**src/hw/rtl/eprema_pkg.sv**
```systemverilog
// eprema_pkg: widths, register indexes and constants of the encoder tachometer
// used by encoder_period_rpm_ema_unit and eprema_checker; depends on nothing
`timescale 1ns / 1ps

package eprema_pkg;

    // stream and config port widths
    localparam int IN_DATA_W  = 80;   // event_time[63:0], missed_pulses[79:64]
    localparam int OUT_DATA_W = 48;   // rpm[31:0], last_missed[47:32]
    localparam int CFG_IDX_W  = 2;
    localparam int CFG_DATA_W = 32;

    // field widths
    localparam int TIME_W   = 64;
    localparam int MISS_W   = 16;
    localparam int RPM_W    = 32;
    localparam int PPR_W    = 16;
    localparam int FREQ_W   = 32;
    localparam int ALPHA_W  = 17;

    // register indexes
    localparam logic [CFG_IDX_W-1:0] REG_PULSES_PER_REV  = 2'd0;
    localparam logic [CFG_IDX_W-1:0] REG_CLOCK_FREQUENCY = 2'd1;
    localparam logic [CFG_IDX_W-1:0] REG_EMA_ALPHA_Q16   = 2'd2;

    // register reset values
    localparam logic [PPR_W-1:0]   PPR_RESET   = 16'd1;
    localparam logic [FREQ_W-1:0]  FREQ_RESET  = 32'd10000000;
    localparam logic [ALPHA_W-1:0] ALPHA_RESET = 17'd3277;

    localparam int MISSED_WIDTH_DEF = 16;

    // shift-add multiplier and restoring divider sizes
    localparam int ACC_W  = 80;       // ppr * elapsed_us fits exactly
    localparam int MPL_W  = 20;       // widest multiplier operand (1000000)
    localparam int DIVD_W = 64;       // dividend / quotient shift register
    localparam int DIVR_W = 42;       // divisor and remainder
    localparam int CNT_W  = 7;
    localparam logic [CNT_W-1:0] US_DIV_STEPS  = 7'd64;
    localparam logic [CNT_W-1:0] RPM_DIV_STEPS = 7'd42;

    // arithmetic constants
    localparam logic [MPL_W-1:0]   US_PER_SECOND = 20'd1000000;
    localparam logic [25:0]        US_PER_MINUTE = 26'd60000000;
    localparam logic [ALPHA_W-1:0] Q16_ONE       = 17'h10000;
    localparam logic [RPM_W-1:0]   RPM_MAX       = 32'hFFFF_FFFF;

endpackage

```
**src/hw/rtl/encoder_period_rpm_ema_unit.sv**
```systemverilog
// encoder_period_rpm_ema_unit: period-based tachometer with a Q16 moving average
// depends on eprema_pkg
`timescale 1ns / 1ps

// channel   dir  handshake            payload
// s_        in   s_tvalid/s_tready    s_tdata: event_time, missed_pulses
// m_        out  m_tvalid/m_tready    m_tdata: rpm, last_missed; m_tuser: first_event
// cfg_      in   cfg_we               cfg_index, cfg_wdata
//
// one event at a time; a first event goes straight to ST_OUT and the output register
// later events run through the shift-add multiplies, the 64-step restoring division
// for elapsed microseconds and, bar a zero or 2^42-plus divisor, the 42-step division for the rpm
// multiplies go through one shared shift-add unit, one multiplier bit a cycle
// rst_n clears the state and the config to reset values; no clearing pass
// a new beat is taken while the last result waits; a low m_tready holds the next one in ST_OUT

module encoder_period_rpm_ema_unit #(
    parameter int MISSED_WIDTH = eprema_pkg::MISSED_WIDTH_DEF
) (
    input  logic                              clk,
    input  logic                              rst_n,
    // config write port
    input  logic                              cfg_we,
    input  logic [eprema_pkg::CFG_IDX_W-1:0]  cfg_index,
    input  logic [eprema_pkg::CFG_DATA_W-1:0] cfg_wdata,
    // input stream
    input  logic                              s_tvalid,
    output logic                              s_tready,
    input  logic [eprema_pkg::IN_DATA_W-1:0]  s_tdata,  // event_time[63:0], missed_pulses[79:64]
    // result stream
    output logic                              m_tvalid,
    input  logic                              m_tready,
    output logic [eprema_pkg::OUT_DATA_W-1:0] m_tdata,  // rpm[31:0], last_missed[47:32]
    output logic                              m_tuser   // first_event[0]
);

    localparam int MW    = (MISSED_WIDTH < eprema_pkg::MISS_W) ? MISSED_WIDTH
                                                               : eprema_pkg::MISS_W;
    localparam int ACC_W = eprema_pkg::ACC_W;
    localparam int MPL_W = eprema_pkg::MPL_W;
    localparam int DVD_W = eprema_pkg::DIVD_W;
    localparam int DVR_W = eprema_pkg::DIVR_W;
    localparam int RPM_W = eprema_pkg::RPM_W;

    typedef enum logic [3:0] {
        ST_IDLE,
        ST_MUL_US,
        ST_DIV_US,
        ST_MUL_PE,
        ST_MUL_NUM,
        ST_DIV_RPM,
        ST_EMA_SET,
        ST_MUL_EMA,
        ST_OUT
    } state_t;

    state_t state_reg;

    // config registers
    logic [eprema_pkg::PPR_W-1:0]   ppr_reg;
    logic [eprema_pkg::FREQ_W-1:0]  freq_reg;
    logic [eprema_pkg::ALPHA_W-1:0] alpha_reg;

    // tachometer state
    logic [eprema_pkg::TIME_W-1:0]  prev_time_reg;
    logic                           seen_first_reg;
    logic [RPM_W-1:0]               smoothed_reg;
    logic [MW-1:0]                  stored_missed_reg;

    // current event
    logic [eprema_pkg::TIME_W-1:0]  now_reg;
    logic [MW-1:0]                  missed_reg;
    logic                           first_reg;
    logic [RPM_W-1:0]               raw_reg;
    logic                           d_zero_reg;
    logic                           d_big_reg;

    // shift-add multiplier
    logic [ACC_W-1:0]               acc_reg;
    logic [ACC_W-1:0]               mcand_reg;
    logic [MPL_W-1:0]               mplier_reg;
    logic [ACC_W-1:0]               acc_next;

    // restoring divider
    logic [DVD_W-1:0]               quo_reg;
    logic [DVR_W-1:0]               rem_reg;
    logic [DVR_W-1:0]               div_reg;
    logic [eprema_pkg::CNT_W-1:0]   cnt_reg;
    logic [DVR_W:0]                 div_trial;
    logic                           div_ge;
    logic [DVR_W:0]                 div_diff;
    logic [DVR_W-1:0]               rem_next;

    // output register
    logic                           m_tvalid_reg;
    logic [RPM_W-1:0]               out_rpm_reg;
    logic [eprema_pkg::MISS_W-1:0]  out_missed_reg;
    logic                           out_first_reg;

    // helpers for the setup steps
    logic [eprema_pkg::ALPHA_W-1:0] alpha_eff;
    logic [RPM_W:0]                 ema_diff;
    logic                           s_accept;
    logic                           out_free;

    assign s_tready = (state_reg == ST_IDLE);
    assign s_accept = s_tvalid && s_tready;
    assign out_free = !m_tvalid_reg || m_tready;

    assign m_tvalid = m_tvalid_reg;
    assign m_tdata  = {out_missed_reg, out_rpm_reg};
    assign m_tuser  = out_first_reg;

    // one multiplier bit per cycle
    assign acc_next = acc_reg + (mplier_reg[0] ? mcand_reg : '0);

    // one quotient bit per cycle
    assign div_trial = {rem_reg, quo_reg[DVD_W-1]};
    assign div_diff  = div_trial - {1'b0, div_reg};
    assign div_ge    = !div_diff[DVR_W];
    assign rem_next  = div_ge ? div_diff[DVR_W-1:0] : div_trial[DVR_W-1:0];

    // clamp alpha to one and form the signed step of the average
    assign alpha_eff = (alpha_reg > eprema_pkg::Q16_ONE) ? eprema_pkg::Q16_ONE : alpha_reg;
    assign ema_diff  = {1'b0, raw_reg} - {1'b0, smoothed_reg};

    // sequencer, datapath and registered outputs
    always_ff @(posedge clk or negedge rst_n)
    begin
        if (!rst_n)
        begin
            state_reg         <= ST_IDLE;
            ppr_reg           <= eprema_pkg::PPR_RESET;
            freq_reg          <= eprema_pkg::FREQ_RESET;
            alpha_reg         <= eprema_pkg::ALPHA_RESET;
            prev_time_reg     <= '0;
            seen_first_reg    <= 1'b0;
            smoothed_reg      <= '0;
            stored_missed_reg <= '0;
            now_reg           <= '0;
            missed_reg        <= '0;
            first_reg         <= 1'b0;
            raw_reg           <= '0;
            d_zero_reg        <= 1'b0;
            d_big_reg         <= 1'b0;
            acc_reg           <= '0;
            mcand_reg         <= '0;
            mplier_reg        <= '0;
            quo_reg           <= '0;
            rem_reg           <= '0;
            div_reg           <= '0;
            cnt_reg           <= '0;
            m_tvalid_reg      <= 1'b0;
            out_rpm_reg       <= '0;
            out_missed_reg    <= '0;
            out_first_reg     <= 1'b0;
        end
        else
        begin
            // config writes, unknown index ignored
            if (cfg_we)
            begin
                case (cfg_index)
                    eprema_pkg::REG_PULSES_PER_REV:  ppr_reg   <= cfg_wdata[15:0];
                    eprema_pkg::REG_CLOCK_FREQUENCY: freq_reg  <= cfg_wdata;
                    eprema_pkg::REG_EMA_ALPHA_Q16:   alpha_reg <= cfg_wdata[16:0];
                    default: ;
                endcase
            end

            // result taken downstream; in ST_OUT the next result takes its place
            if (m_tvalid_reg && m_tready && (state_reg != ST_OUT))
                m_tvalid_reg <= 1'b0;

            case (state_reg)
                ST_IDLE:
                begin
                    if (s_accept)
                    begin
                        now_reg    <= s_tdata[63:0];
                        missed_reg <= s_tdata[64 +: MW];
                        if (!seen_first_reg)
                        begin
                            // first event only captures the timestamp
                            prev_time_reg  <= s_tdata[63:0];
                            seen_first_reg <= 1'b1;
                            first_reg      <= 1'b1;
                            state_reg      <= ST_OUT;
                        end
                        else
                        begin
                            // ticks times 1000000, kept mod 2^64
                            first_reg  <= 1'b0;
                            acc_reg    <= '0;
                            mcand_reg  <= ACC_W'(s_tdata[63:0] - prev_time_reg);
                            mplier_reg <= eprema_pkg::US_PER_SECOND;
                            state_reg  <= ST_MUL_US;
                        end
                    end
                end

                ST_MUL_US:
                begin
                    if (mplier_reg == '0)
                    begin
                        // elapsed_us = product / frequency, zero frequency as one
                        quo_reg   <= acc_reg[DVD_W-1:0];
                        rem_reg   <= '0;
                        div_reg   <= (freq_reg == '0) ? DVR_W'(1) : DVR_W'(freq_reg);
                        cnt_reg   <= eprema_pkg::US_DIV_STEPS;
                        state_reg <= ST_DIV_US;
                    end
                    else
                    begin
                        acc_reg    <= acc_next;
                        mcand_reg  <= {mcand_reg[ACC_W-2:0], 1'b0};
                        mplier_reg <= {1'b0, mplier_reg[MPL_W-1:1]};
                    end
                end

                ST_DIV_US:
                begin
                    if (cnt_reg == '0)
                    begin
                        // divisor of the rpm: pulses_per_rev * elapsed_us
                        acc_reg    <= '0;
                        mcand_reg  <= ACC_W'(quo_reg);
                        mplier_reg <= MPL_W'(ppr_reg);
                        state_reg  <= ST_MUL_PE;
                    end
                    else
                    begin
                        rem_reg <= rem_next;
                        quo_reg <= {quo_reg[DVD_W-2:0], div_ge};
                        cnt_reg <= cnt_reg - eprema_pkg::CNT_W'(1);
                    end
                end

                ST_MUL_PE:
                begin
                    if (mplier_reg == '0)
                    begin
                        // zero divisor saturates, one of 2^42 or more gives zero
                        d_zero_reg <= (acc_reg == '0);
                        d_big_reg  <= |acc_reg[ACC_W-1:DVR_W];
                        div_reg    <= acc_reg[DVR_W-1:0];
                        // numerator (1 + missed) * 60000000
                        acc_reg    <= '0;
                        mcand_reg  <= ACC_W'(eprema_pkg::US_PER_MINUTE);
                        mplier_reg <= MPL_W'(missed_reg) + MPL_W'(1);
                        state_reg  <= ST_MUL_NUM;
                    end
                    else
                    begin
                        acc_reg    <= acc_next;
                        mcand_reg  <= {mcand_reg[ACC_W-2:0], 1'b0};
                        mplier_reg <= {1'b0, mplier_reg[MPL_W-1:1]};
                    end
                end

                ST_MUL_NUM:
                begin
                    if (mplier_reg == '0)
                    begin
                        if (d_zero_reg)
                        begin
                            raw_reg   <= eprema_pkg::RPM_MAX;
                            state_reg <= ST_EMA_SET;
                        end
                        else if (d_big_reg)
                        begin
                            raw_reg   <= '0;
                            state_reg <= ST_EMA_SET;
                        end
                        else
                        begin
                            // numerator below 2^42, left-aligned in the shifter
                            quo_reg   <= {acc_reg[DVR_W-1:0], (DVD_W - DVR_W)'(0)};
                            rem_reg   <= '0;
                            cnt_reg   <= eprema_pkg::RPM_DIV_STEPS;
                            state_reg <= ST_DIV_RPM;
                        end
                    end
                    else
                    begin
                        acc_reg    <= acc_next;
                        mcand_reg  <= {mcand_reg[ACC_W-2:0], 1'b0};
                        mplier_reg <= {1'b0, mplier_reg[MPL_W-1:1]};
                    end
                end

                ST_DIV_RPM:
                begin
                    if (cnt_reg == '0)
                    begin
                        // saturate quotient to 32 bits
                        raw_reg   <= (|quo_reg[DVR_W-1:RPM_W]) ? eprema_pkg::RPM_MAX
                                                             : quo_reg[RPM_W-1:0];
                        state_reg <= ST_EMA_SET;
                    end
                    else
                    begin
                        rem_reg <= rem_next;
                        quo_reg <= {quo_reg[DVD_W-2:0], div_ge};
                        cnt_reg <= cnt_reg - eprema_pkg::CNT_W'(1);
                    end
                end

                ST_EMA_SET:
                begin
                    // smoothed << 16 plus alpha * (raw - smoothed), two's complement
                    acc_reg    <= {(ACC_W - RPM_W - 16)'(0), smoothed_reg, 16'h0000};
                    mcand_reg  <= {{(ACC_W - RPM_W - 1){ema_diff[RPM_W]}}, ema_diff};
                    mplier_reg <= MPL_W'(alpha_eff);
                    state_reg  <= ST_MUL_EMA;
                end

                ST_MUL_EMA:
                begin
                    if (mplier_reg == '0)
                    begin
                        smoothed_reg      <= acc_reg[RPM_W+15:16];
                        stored_missed_reg <= missed_reg;
                        prev_time_reg     <= now_reg;
                        state_reg         <= ST_OUT;
                    end
                    else
                    begin
                        acc_reg    <= acc_next;
                        mcand_reg  <= {mcand_reg[ACC_W-2:0], 1'b0};
                        mplier_reg <= {1'b0, mplier_reg[MPL_W-1:1]};
                    end
                end

                ST_OUT:
                begin
                    // wait for a free output register
                    if (out_free)
                    begin
                        m_tvalid_reg   <= 1'b1;
                        out_rpm_reg    <= smoothed_reg;
                        out_missed_reg <= eprema_pkg::MISS_W'(stored_missed_reg);
                        out_first_reg  <= first_reg;
                        state_reg      <= ST_IDLE;
                    end
                end

                default:
                begin
                    state_reg <= ST_IDLE;
                end
            endcase
        end
    end

endmodule

```
**config.mk**
```make
export PLATFORM = sky130hd
export DESIGN_NAME = encoder_period_rpm_ema_unit
export DESIGN_NICKNAME = d
export VERILOG_FILES = /design/src/hw/rtl/eprema_pkg.sv /design/src/hw/rtl/encoder_period_rpm_ema_unit.sv
export SDC_FILE = /design/constraint.sdc
export NUM_CORES = 2
export LEC_CHECK = 0
export BUFFER_PORTS_ARGS = -buffer_cell sky130_fd_sc_hd__buf_2
export CELL_PAD_IN_SITES_DETAIL_PLACEMENT = 0
export CELL_PAD_IN_SITES_GLOBAL_PLACEMENT = 1
export CORE_MARGIN = 4
export CORE_UTILIZATION = 35
export CTS_CLUSTER_DIAMETER = 30
export DETAILED_ROUTE_END_ITERATION = 7
export GPL_TIMING_DRIVEN = 1
export PLACE_DENSITY = 0.68
export SETUP_SLACK_MARGIN = 0.02
export SLEW_MARGIN = 20
export SYNTH_ARGS = -nofsm -noshare
export SYNTH_HDL_FRONTEND = slang
export SYNTH_SLANG_ARGS = --single-unit
export TNS_END_PERCENT = 100
```
**constraint.sdc**
```tcl
create_clock -name clk -period 7.3 [get_ports clk]
set_input_delay 1.095 -clock clk [delete_from_list [all_inputs] [get_ports clk]]
set_output_delay 1.095 -clock clk [all_outputs]
set_load 0.01 [all_outputs]
```
# ---- Word-level counts from Yosys, hierarchy flattened
# Index checks and enable logic that the tools add are counted.
dict set report classes {
  n_addsub 6
  mux 69
  n_eq_ne 26
  order_cmp 1
  n_reduce_logical 34
}
# cell count
set ops {}
lappend ops {{2-to-1 mux 80 bit} 11}
lappend ops {{one-hot mux 80 bit (5 select lines)} 2}
lappend ops {{2-to-1 mux 64 bit} 8}
lappend ops {{2-to-1 mux 42 bit} 8}
lappend ops {{2-to-1 mux 32 bit} 6}
lappend ops {{one-hot mux 64 bit (3 select lines)} 1}
lappend ops {{one-hot mux 64 bit (2 select lines)} 1}
lappend ops {{one-hot mux 42 bit (3 select lines)} 1}
lappend ops {{one-hot mux 20 bit (5 select lines)} 1}
lappend ops {{one-hot mux 42 bit (2 select lines)} 1}
lappend ops {{adder 80 bit} 1}
lappend ops {{logical NOT 80 bit} 1}
lappend ops {{2-to-1 mux 20 bit} 4}
lappend ops {{subtractor 64 x 64 -> 65 bit} 1}
lappend ops {{one-hot mux 32 bit (2 select lines)} 1}
lappend ops {{subtractor 43 x 42 -> 43 bit} 1}
lappend ops {{OR reduction 38 bit} 1}
lappend ops {{2-to-1 mux 4 bit} 9}
lappend ops {{one-hot mux 4 bit (9 select lines)} 1}
lappend ops {{2-to-1 mux 7 bit} 5}
lappend ops {{subtractor 32 x 32 -> 33 bit} 1}
lappend ops {{logical NOT 32 bit} 1}
lappend ops {{inequality test 2 bit (second input constant)} 12}
lappend ops {{one-hot mux 7 bit (3 select lines)} 1}
lappend ops {{35 further kinds} 56}
dict set report word_totals {
  elab_cells 161
  inputBits 119
  register_bits 682
  out_inout_bits 51
}

# ---- Longest topological paths before layout
dict set report depth {
  depth_word 5
  ltp_mapped 17
  depth_no_buf 15
}

# ---- Least setup slack after synthesis
# OpenSTA, ideal clock, no wires.
dict set report synth_path {
  kind {input-to-reg}
  start {in s_tdata[0] in the netlist's numbering}
  end {reg mcand_reg[68]}
  n_path_buf 1
  t_arrival_ns 3.927
  cell_stages 15
  path_slack_ns 3.250
  setup_time_ns 0.123
  required_time_ns 7.177
  path_cell_list {inv_1 -> ha_1 -> fa_1 -> nor2b_1 -> o21a_1 -> o21ai_1 -> a211oi_1 -> o2111ai_1 -> a211o_1 -> a211o_1 -> a21oi_1 -> o2111ai_1 -> a21oi_1 -> buf_2 -> nand2_1}
}
dict set report synth_between {
  elab_chain_cells 4
}
# element line_no
set synth_rtl {}
lappend synth_rtl {{from (decl)} encoder_period_rpm_ema_unit.sv:29} ;# input logic [eprema_pkg::IN_DATA_W-1:0] s_tdata,
lappend synth_rtl {{subtractor 64 x 64 -> 65 bit} encoder_period_rpm_ema_unit.sv:195} ;# mcand_reg <= ACC_W'(s_tdata[63:0] - prev_time_reg);
lappend synth_rtl {{2-to-1 mux 80 bit} encoder_period_rpm_ema_unit.sv:182} ;# if (!seen_first_reg)
lappend synth_rtl {{2-to-1 mux 80 bit} encoder_period_rpm_ema_unit.sv:178} ;# if (s_accept)
lappend synth_rtl {{one-hot mux 80 bit (5 select lines)} encoder_period_rpm_ema_unit.sv:175} ;# case (state_reg)
lappend synth_rtl {{to (signal assigned)} encoder_period_rpm_ema_unit.sv:195}
lappend synth_rtl {{to (signal assigned)} encoder_period_rpm_ema_unit.sv:216} ;# mcand_reg <= {mcand_reg[ACC_W-2:0], 1'b0};
lappend synth_rtl {{to (signal assigned)} encoder_period_rpm_ema_unit.sv:227} ;# mcand_reg <= ACC_W'(quo_reg);
lappend synth_rtl {{to (decl)} encoder_period_rpm_ema_unit.sv:80} ;# logic [ACC_W-1:0] mcand_reg;
# Every way passes these cells. The select of a mux whose other input is x is not followed.
# A chain may end at the register's enable or synchronous reset.

# ---- Worst setup path in the final report
dict set report layout_path {
  start {reg raw_reg[0]}
  end {reg mcand_reg[62]}
}
dict set report layout_between {
  elab_chain_cells 2
}
# element line_no
set layout_rtl {}
lappend layout_rtl {{from (decl)} encoder_period_rpm_ema_unit.sv:74} ;# logic [RPM_W-1:0] raw_reg;
lappend layout_rtl {{from (signal assigned)} encoder_period_rpm_ema_unit.sv:267} ;# raw_reg <= eprema_pkg::RPM_MAX;
lappend layout_rtl {{from (signal assigned)} encoder_period_rpm_ema_unit.sv:297} ;# raw_reg <= (|quo_reg[DVR_W-1:RPM_W]) ? eprema_pkg::RPM_MAX
lappend layout_rtl {{subtractor 32 x 32 -> 33 bit} encoder_period_rpm_ema_unit.sv:125} ;# assign ema_diff = {1'b0, raw_reg} - {1'b0, smoothed_reg};
lappend layout_rtl {{one-hot mux 80 bit (5 select lines)} encoder_period_rpm_ema_unit.sv:175}
# Every way passes these cells.

==> results.json <==
{
  "drtPass1Iterations": 8,
  "gr-total-overflow": 0,
  "synth_edf_count": 0,
  "drc": 6,
  "syn-mean-instance-area_um2": 8.98,
  "final_cell_mix": "dfrtp_1, nand2_1, o21ai_0",
  "antenna_cells": 0,
  "mappedNetlistArea_mm2": 0.0425,
  "via_count": 37500,
  "hold_path.class": "input port to asynchronous set/reset pin",
  "die_h_um": 357,
  "drt_wl_total_mm": 147,
  "clkLatencyLatePin_ps": 810,
  "start_util_pct": 35.4,
  "syn_inst": 4736,
  "hpwl_mm": 106,
  "final_common_cell": "dfrtp_1",
  "antenna_found_initial": 1,
  "portBuffers": 169,
  "post_cts_resized": 0,
  "outcome": "complete, but fails checks",
  "num_io_pins": 170,
  "rsz0062_at_grt": "no",
  "place.gp.congestion": 0.923,
  "crit_required_ps": 7970,
  "fin_crit_sh_pct": 68.7,
  "grt_util_met3_pct": 5.42,
  "hold_ws_ps": 426,
  "grt_pass1_wl_mm": 226,
  "tritoncts": "built",
  "async_flop_share_pct": 100,
  "synth_cell_type_count": 87,
  "violations": "design-rule violations",
  "cts_buffers": 188,
  "peakVddDrop_uv": 370,
  "power.leakage_uw": 0.0236,
  "fillers": 11900,
  "hold_buffers": 0,
  "startpoint_type": "flop",
  "cts_setup_buffers": 0,
  "fin_nets": 5184,
  "rows": 127,
  "grt_pass1_vias": 36100,
  "grt_max_degree": 144,
  "path_class": "flop to flop",
  "core_mm2": 0.120,
  "synth_nets": 5079,
  "maxSlewViolCount": 0,
  "clockBufferDepth": 3,
  "met1_usage_pct": 33.7,
  "min_period_ps": 5020,
  "yosys_warnings": 0,
  "drt-wirelength-per-cell_um": 22.2,
  "end_kind": "flop",
  "powerDensity_mw_per_mm2": 527,
  "cp_max_fo": 24,
  "skew_ps": 62.3,
  "setup_viol": 0,
  "ys_ff_latch": 682,
  "cap_violations": 0,
  "antenna_left": 0,
  "synthFlopType": "dfrtp_1",
  "worst_pin_slew_ps": 1110,
  "finalSetupTns_ps": 0,
  "htreeDepth": 4,
  "r2r_start": "raw_reg[0]$_DFFE_PN0P_",
  "die_w_um": 357,
  "cts_root_buf": "clkbuf_16",
  "cts_sinks": 682,
  "area_growth_pct": 21.2,
  "r2r_setup_slack_ps": 2280,
  "cp.arrival_ps": 5690,
  "max-slew-margin-rel_pct": 25.7,
  "hold_violations": 0,
  "timing.fmax_mhz": 199,
  "drive_gt1_share_pct": 15.7,
  "path_clk_slew_ps": 40,
  "reg2regPathDepth": 15,
  "drt_iter0_drc": 4148,
  "grt_usage_pct": 22.8,
  "reg2reg_to": "mcand_reg[62]$_DFFE_PN0P_",
  "avgViaCountPerCell": 5.67,
  "die_area_mm2": 0.127,
  "busiest_layer": "met1",
  "ys_seq_area_share_pct": 40.2,
  "met2_usage_pct": 32.8
}
[layer usage]
layer | part of all wire [%] | up-vias
met5 | 0 | -
met4 | 2.4 | 0
met2 | 42 | 1406
met1 | 47 | 18300
met3 | 8.3 | 244
li1 | - | 17500
[metrics by stage]
stage	setup slack, ps	area, um2	total power [uW]	util [%]	instances
floorplan	3250	42500	14800	-	4736
global placement	2350	44800	18300	37.2	6263
detailed placement	2320	44800	18500	37.2	6263
CTS	2270	51500	27200	42.8	6613
global route	1850	51500	28900	42.8	6613
finish	2280	51500	27200	42.8	6613
[power breakdown]
group | switching [uW] | internal [uW]
clock network | 2610 | 5980
logic | 7370 | 4830
registers | 1390 | 4990
[cells in the mapped netlist, types with 48 or more instances]
library cell  number  share of area, %
xor2_1            85               1.8
nor3_1            48              0.56
nand3_1           73              0.86
inv_1            218               1.9
nand4_1           63              0.93
xnor2_1          118               2.4
nand2_1          517               4.6
o21ai_0          444               5.2
nor2_1           257               2.3
ha_1             220               6.5
mux2_2           183               4.8
and2_1           102               1.5
a22oi_1           61               1.1
a21oi_1          426               5.0
mux2i_1          110               2.6
a221oi_1          81               1.7
a222oi_1          70               1.6
a21o_1           139               2.5
a31oi_1           52              0.76
clkbuf_1         263               2.3
dfrtp_1          666                39
[layout make-up]
class | instances | area [um2] | share of cell area, %
clock buffers | 257 | 5310 | 10.3
clock inverters | 93 | 1420 | 2.75
inverters | 218 | 818 | 1.59
multi-input cells | 3533 | 23600 | 45.8
flip-flops and latches | 682 | 17100 | 33.2
well taps | 1612 | 2020 | 3.91
repair buffers | 218 | 1270 | 2.47
[kinds of logic (layout without fill, tap and decap cells)]
kind of cell,after synthesis,after routing,share of synthesized area (%)
multiplexers,294,294,7.46
flip-flops,682,682,40.2
AND/OR/NAND/NOR,1223,1223,13.2
AO/OA/AOI/OAI,1588,1588,23.6
buffers and inverters,521,786,4.70
XOR/XNOR,203,203,4.18
adder cells (fa/ha/maj),225,225,6.68
[critical path: stages, from the launching register on]
cell,delay [ps]
dfrtp_1,370
inv_1,60
ha_1,150
inv_1,60
fa_1,400
a21o_1,170
a21oi_1,260
o21ai_1,130
a41oi_1,600
a31oi_2,270
a221oi_1,550
or3_1,230
nand2_1,570
nand2_1,670
a221oi_1,130
a211oi_1,260
[worst max path at each step]
stage | endpoint | cells past startpoint | slack [ps] | start
global route | mcand_reg[54]$_DFFE_PN0P_ | 15 | 1850 | raw_reg[0]$_DFFE_PN0P_
CTS | mcand_reg[62]$_DFFE_PN0P_ | 15 | 2270 | raw_reg[0]$_DFFE_PN0P_
floorplan | mcand_reg[68]$_DFFE_PN0P_ | 15 | 3250 | s_tdata[0]
finish | mcand_reg[62]$_DFFE_PN0P_ | 15 | 2280 | raw_reg[0]$_DFFE_PN0P_
detailed placement | mcand_reg[54]$_DFFE_PN0P_ | 14 | 2320 | smoothed_reg[0]$_DFFE_PN0P_
global placement | mcand_reg[62]$_DFFE_PN0P_ | 15 | 2350 | raw_reg[0]$_DFFE_PN0P_
Note: power is estimated with default switching activity, not from simulation.
